[src/rtl/core/smrq_pkg.sv]
`timescale 1ns / 1ps

package smrq_pkg;

  localparam int CapacityLog2 = 10;
  localparam int Capacity     = 1 << CapacityLog2;
  localparam int CntW         = CapacityLog2 + 1;
  localparam int ValW         = 32;
  localparam int FieldCntW    = 11;
  localparam int OutDataW     = 24;

  typedef enum logic {
    ACT_INSERT = 1'b0,
    ACT_QUERY  = 1'b1
  } action_t;

  typedef struct packed {
    logic                   vld;
    action_t                act;
    logic signed [ValW-1:0] value;
    logic [CntW-1:0]        held;     // insert: target slot; query: values held
    logic [CntW-1:0]        total;
    logic                   dropped;
    logic [CntW-1:0]        rank;
  } token_t;

endpackage

[src/rtl/core/smrq_cell.sv]
`timescale 1ns / 1ps

module smrq_cell (
  input  logic                            clk,
  input  logic                            rst_n,
  input  logic                            en,
  input  logic [smrq_pkg::CntW-1:0]       slot,
  input  smrq_pkg::token_t                tok_in,
  output smrq_pkg::token_t                tok_out
);

  logic signed [smrq_pkg::ValW-1:0] value_r;
  smrq_pkg::token_t                 tok_r;
  smrq_pkg::token_t                 tok_nxt;
  logic                             occupied;
  logic                             hit;
  logic                             wr;

  assign occupied = slot < tok_in.held;
  assign hit      = occupied && (value_r < $signed(tok_in.value));
  assign wr       = en && tok_in.vld && (tok_in.act == smrq_pkg::ACT_INSERT) &&
                    !tok_in.dropped && (tok_in.held == slot);

  always_comb begin
    tok_nxt = tok_in;
    if (tok_in.act == smrq_pkg::ACT_QUERY && hit) begin
      tok_nxt.rank = tok_in.rank + smrq_pkg::CntW'(1);
    end
  end

  always_ff @(posedge clk) begin
    if (wr) begin
      value_r <= tok_in.value;
    end
  end

  always_ff @(posedge clk) begin
    if (!rst_n) begin
      tok_r.vld <= 1'b0;
    end else if (en) begin
      tok_r.vld <= tok_nxt.vld;
    end
  end

  always_ff @(posedge clk) begin
    if (en) begin
      tok_r.act     <= tok_nxt.act;
      tok_r.value   <= tok_nxt.value;
      tok_r.held    <= tok_nxt.held;
      tok_r.total   <= tok_nxt.total;
      tok_r.dropped <= tok_nxt.dropped;
      tok_r.rank    <= tok_nxt.rank;
    end
  end

  assign tok_out = tok_r;

endmodule

[config.mk]
export PLATFORM = sky130hd
export DESIGN_NAME = smrq_cell
export DESIGN_NICKNAME = d
export VERILOG_FILES = /design/src/rtl/core/smrq_pkg.sv /design/src/rtl/core/smrq_cell.sv
export SDC_FILE = /design/constraint.sdc
export NUM_CORES = 1
export LEC_CHECK = 0
export ABC_AREA = 1
export BUFFER_PORTS_ARGS = -buffer_cell sky130_fd_sc_hd__buf_4
export CORE_AREA = 5 5 113 115
export CTS_CLUSTER_DIAMETER = 80
export DETAILED_ROUTE_END_ITERATION = 12
export DIE_AREA = 0 0 118 120
export GPL_TIMING_DRIVEN = 1
export PLACE_DENSITY = 0.64
export SLEW_MARGIN = 10
export SYNTH_ARGS = -nofsm -noshare
export SYNTH_HDL_FRONTEND = slang
export SYNTH_SLANG_ARGS = --single-unit
[constraint.sdc]
create_clock -name clk -period 9.8 [get_ports clk]
set_clock_uncertainty 0.15 [all_clocks]
set_input_delay 0.98 -clock clk [delete_from_list [all_inputs] [get_ports clk]]
set_output_delay 0.98 -clock clk [all_outputs]
set_load 0.01 [all_outputs]
---- Word level (Yosys, flattened, before mapping) ----
Index checks and enable logic that the tools add are counted.
cells by class
  add/sub/neg operators ................... 1
  multiply operators ...................... 0
  div/mod/pow operators ................... 0
  magnitude comparators ................... 2
  eq/ne operators ......................... 1
  shifts and indexed selects .............. 0
  mux-type cells .......................... 1
  bitwise operators ....................... 1
  reductions and logical operators ........ 7
operators with widths
  operator                                                          number
  32-bit < comparator                                               1
  11-bit by 1-bit adder with 11-bit output (second input constant)  1
  11-bit equality test                                              1
  11-bit < comparator                                               1
  11-bit two-way mux                                                1
  1-bit logical AND                                                 6
  1-bit zero test                                                   1
  1-bit NOT                                                         1
word-level totals
  bits in registers ....................... 100
  latch bits .............................. 0
  bits in writable memories ............... 0
  memory bits (read-only) ................. 0
  input port bits ......................... 82
  output and inout port bits .............. 68
  word-level logic and storage cells ...... 21
  memories ................................ 0

---- Logic depth before layout (Yosys ltp) ----
  depth in word-level cells ............... 4
  mapped depth ............................ 17
  gate-level depth less buffers ........... 16

---- Worst setup path before layout ----
OpenSTA, ideal clock, no wires.
  path type ............................... input to register
  start point ............................. input tok_in[33] in the netlist's numbering
  end point ............................... register value_r[0] in the netlist's numbering, enable pin
  arrival time ............................ 4644 ps
  required time ........................... 9149 ps
  setup slack ............................. 4505 ps
  cell stages on the path ................. 6
  buffers on the path ..................... 0
  cell sequence ........................... inv_1 > ha_1 > nand4_1 > inv_1 > nand2_1 > nor4_1
on the way
  word-level cells in the longest chain between the ends .. 2
ends and longest elaborated chain
  item                  line             RTL
  from (decl)           smrq_cell.sv:8   input smrq_pkg::token_t tok_in,
  11-bit equality test  smrq_cell.sv:22  !tok_in.dropped && (tok_in.held == slot);
  1-bit logical AND     smrq_cell.sv:22
  named net wr          smrq_cell.sv:17  logic wr;
  to (signal assigned)  smrq_cell.sv:33  value_r <= tok_in.value;
  to (decl)             smrq_cell.sv:12  logic signed [smrq_pkg::ValW-1:0] value_r;
The timed path passes the listed nets, and every way through them passes these cells.
A chain may end at the register's enable or synchronous reset.

==> impl_metrics.env <==
export IMPL_status="finished, final reports clean"
export IMPL_p_clk_share_pct=36.7
export IMPL_antenna_found_initial=0
export IMPL_powerDensity_mw_per_mm2=162
export IMPL_num_vias=3098
export IMPL_required_ns=9.74
export IMPL_dr_pass1_iters=4
export IMPL_track_usage_pct=13.7
export IMPL_fin_crit_sh_pct=28.9
export IMPL_p_leak_nw=2.79
export IMPL_first_global_vias=3149
export IMPL_finalHoldViolCount=0
export IMPL_antenna_cells=0
export IMPL_drtIter0Drc=208
export IMPL_antenna_left=0
export IMPL_cts_max_path_buffers=2
export IMPL_post_cts_buffers=0
export IMPL_fillers=1058
export IMPL_intPower_mw=0.761
export IMPL_die_area_mm2=0.0142
export IMPL_placementRows=40
export IMPL_cp_start_kind="input port"
export IMPL_end_kind="flip-flop"
export IMPL_setup_tns_ns=0
export IMPL_post_route_util_pct=52.4
export IMPL_crit_arrival_ns=2.77
export IMPL_worst_pin_slew_ns=0.901
export IMPL_fp_coreArea_mm2=0.0117
export IMPL_fmax_mhz=353
export IMPL_synth_area_leader_cell="edfxtp_1"
export IMPL_crit_top_cell="nand2_1"
export IMPL_fin_ws_ns=6.97
export IMPL_hold_path_class="reg2reg"
export IMPL_combPwrFrac_pct=12.8
export IMPL_cp_slowest_stage_delay_ns=0.57
export IMPL_synth_nets=481
export IMPL_drv_slew=0
export IMPL_die_h_um=120
export IMPL_syn_instance_count=356
export IMPL_syn_avg_cell_area_um2=12.8
export IMPL_syn_area_mm2=0.00454
export IMPL_cts_buffers=9
export IMPL_area_growth_pct=35.1
export IMPL_crit_slowest_cell="a221oi_4"
export IMPL_p_seq_share_pct=50.5
export IMPL_totalWireLength_um=9640
export IMPL_htreeDepth=3
export IMPL_nets=638
export IMPL_gp_congestion=0.858
export IMPL_peakVddDrop_uv=108
export IMPL_ys_seq_area_share_pct=65.9
export IMPL_crit_chain="buf_4, ha_1, a21oi_1, o21ai_1, a221oi_4, nand4_2, nand2_1, nand2_1"
export IMPL_start_util_pct=38.8
export IMPL_root_buffer="clkbuf_16"
export IMPL_final_cell_mix="buf_4 (150), edfxtp_1 (99), nand2_1 (66)"
export IMPL_critPathMaxFanout=12
export IMPL_hold_buffers=0
export IMPL_drive_gt1_share_pct=34.7
export IMPL_synth_top_cells_by_area="edfxtp_1 (65%), ha_1 (12%), nand2_1 (5.5%), inv_1 (4.5%), a21oi_1 (2.1%)"
export IMPL_grt_overflow_total=0
export IMPL_rsz0062_at_grt="false"
export IMPL_wl_per_cell_um=14.5
export IMPL_insertion_delay_ns=0.34
export IMPL_place_ws_ns=6.61
export IMPL_setup_violations=0
export IMPL_swShare_pct=23.4
export IMPL_final_common_cell="buf_4"
export IMPL_drv_cap=0
export IMPL_ioPinCount=150
export IMPL_dp_hpwl_um=7250
export IMPL_total_power_mw=0.995
export IMPL_synth_top_area_share_pct=65.4
export IMPL_cts_repair_resized=0
export IMPL_ys_seq_elements=100
export IMPL_chipWidth_um=118
export IMPL_drc=0
export IMPL_switchingPower_mw=0.233
export IMPL_cts_tree="done"
export IMPL_path_class="in2reg"
export IMPL_min_period_ns=2.83
export IMPL_grt_max_degree=70
export IMPL_ys_warn_count=0
export IMPL_io_buffers=149
export IMPL_cts_sinks=100
export IMPL_routed_via_density=4.66
export IMPL_clk_pin_slew_worst_paths_ns=0.07
export IMPL_grt_pass1_wl_um=15600
export IMPL_max_slew_margin_rel_pct=39.9
export IMPL_synth_cell_types=26
export IMPL_hold_slack_ns=0.339
==> per-stage QoR <==
stage | instance area [um^2] | std cells
after CTS | 6140 | 665
after global placement | 5830 | 649
after global routing | 6140 | 665
after floorplan | 4540 | 356
after detailed placement | 5830 | 649
final | 6140 | 665
==> power groups by stage <==
| stage | combinational, mW | sequential [mW] | clock (mW) |
|---|---|---|---|
| detailed placement | 0.130 | 0.512 | 0 |
| floorplan | 0.0381 | 0.524 | 0 |
| finish | 0.128 | 0.502 | 0.365 |
| global placement | 0.127 | 0.511 | 0 |
| CTS | 0.130 | 0.503 | 0.377 |
| global route | 0.142 | 0.504 | 0.396 |
==> cell type report <==
class,instances,area (um^2),share of cell area (%)
Inverter,59,221,3.61
Sequential cell,100,2990,48.8
Tap cell,147,184,3.00
Clock buffer,9,225,3.67
Timing Repair Buffer,150,1130,18.4
Multi-Input combinational cell,193,1300,21.2
Clock inverter,7,83.8,1.37
==> final timing paths <==
| check | depth (start not counted) | to | slack [ns] | startpoint |
|---|---|---|---|---|
| worst max-delay path | 8 | tok_out[4] | 6.97 | slot[2] |
| worst min-delay path | 2 | tok_out[67] | 0.34 | tok_out[67] |
| worst min register to register | 2 | tok_out[67] | 0.34 | tok_out[67] |
| worst max register to register | 11 | tok_out[4] | 7.50 | value_r[19] |
==> metal layers <==
layer  track usage (%)  routed length (um)
met5                 0                   0
met1              16.6                3970
met4              4.52                 102
met2              22.2                4590
met3              5.47                 982
==> state kept, by name, indices dropped and copies added, names as in the netlist <==
name,count
tok_out,68
value_r,32
==> cell usage after synthesis, drive strengths merged <==
master	instances
a21boi	1
a21oi	20
a221oi	1
buf	4
dfxtp	1
edfxtp	99
ha	43
inv	59
nand2	69
nand3	7
nand4	15
nor2	11
nor3	7
nor4	2
o21a	1
o21ai	7
xnor2	5
xor2	4
==> critical path: cells and delay by family <==
family / cells / cell delay (ns)
AND/OR/NAND/NOR: 3 / 0.56
buffers and inverters: 1 / 0.11
AO/OA/AOI/OAI: 3 / 0.82
adder cells (fa/ha/maj): 1 / 0.30
==> logic make-up after synthesis <==
family,share of synthesized area [%]
adders and majority gates,11.8
xor gates and xnor gates,1.73
DFF,65.9
AOI/OAI and AO/OA,3.99
and+or+nand+nor,11.0
buffers and inverters,5.59
Power figures use the tool's default switching activity.
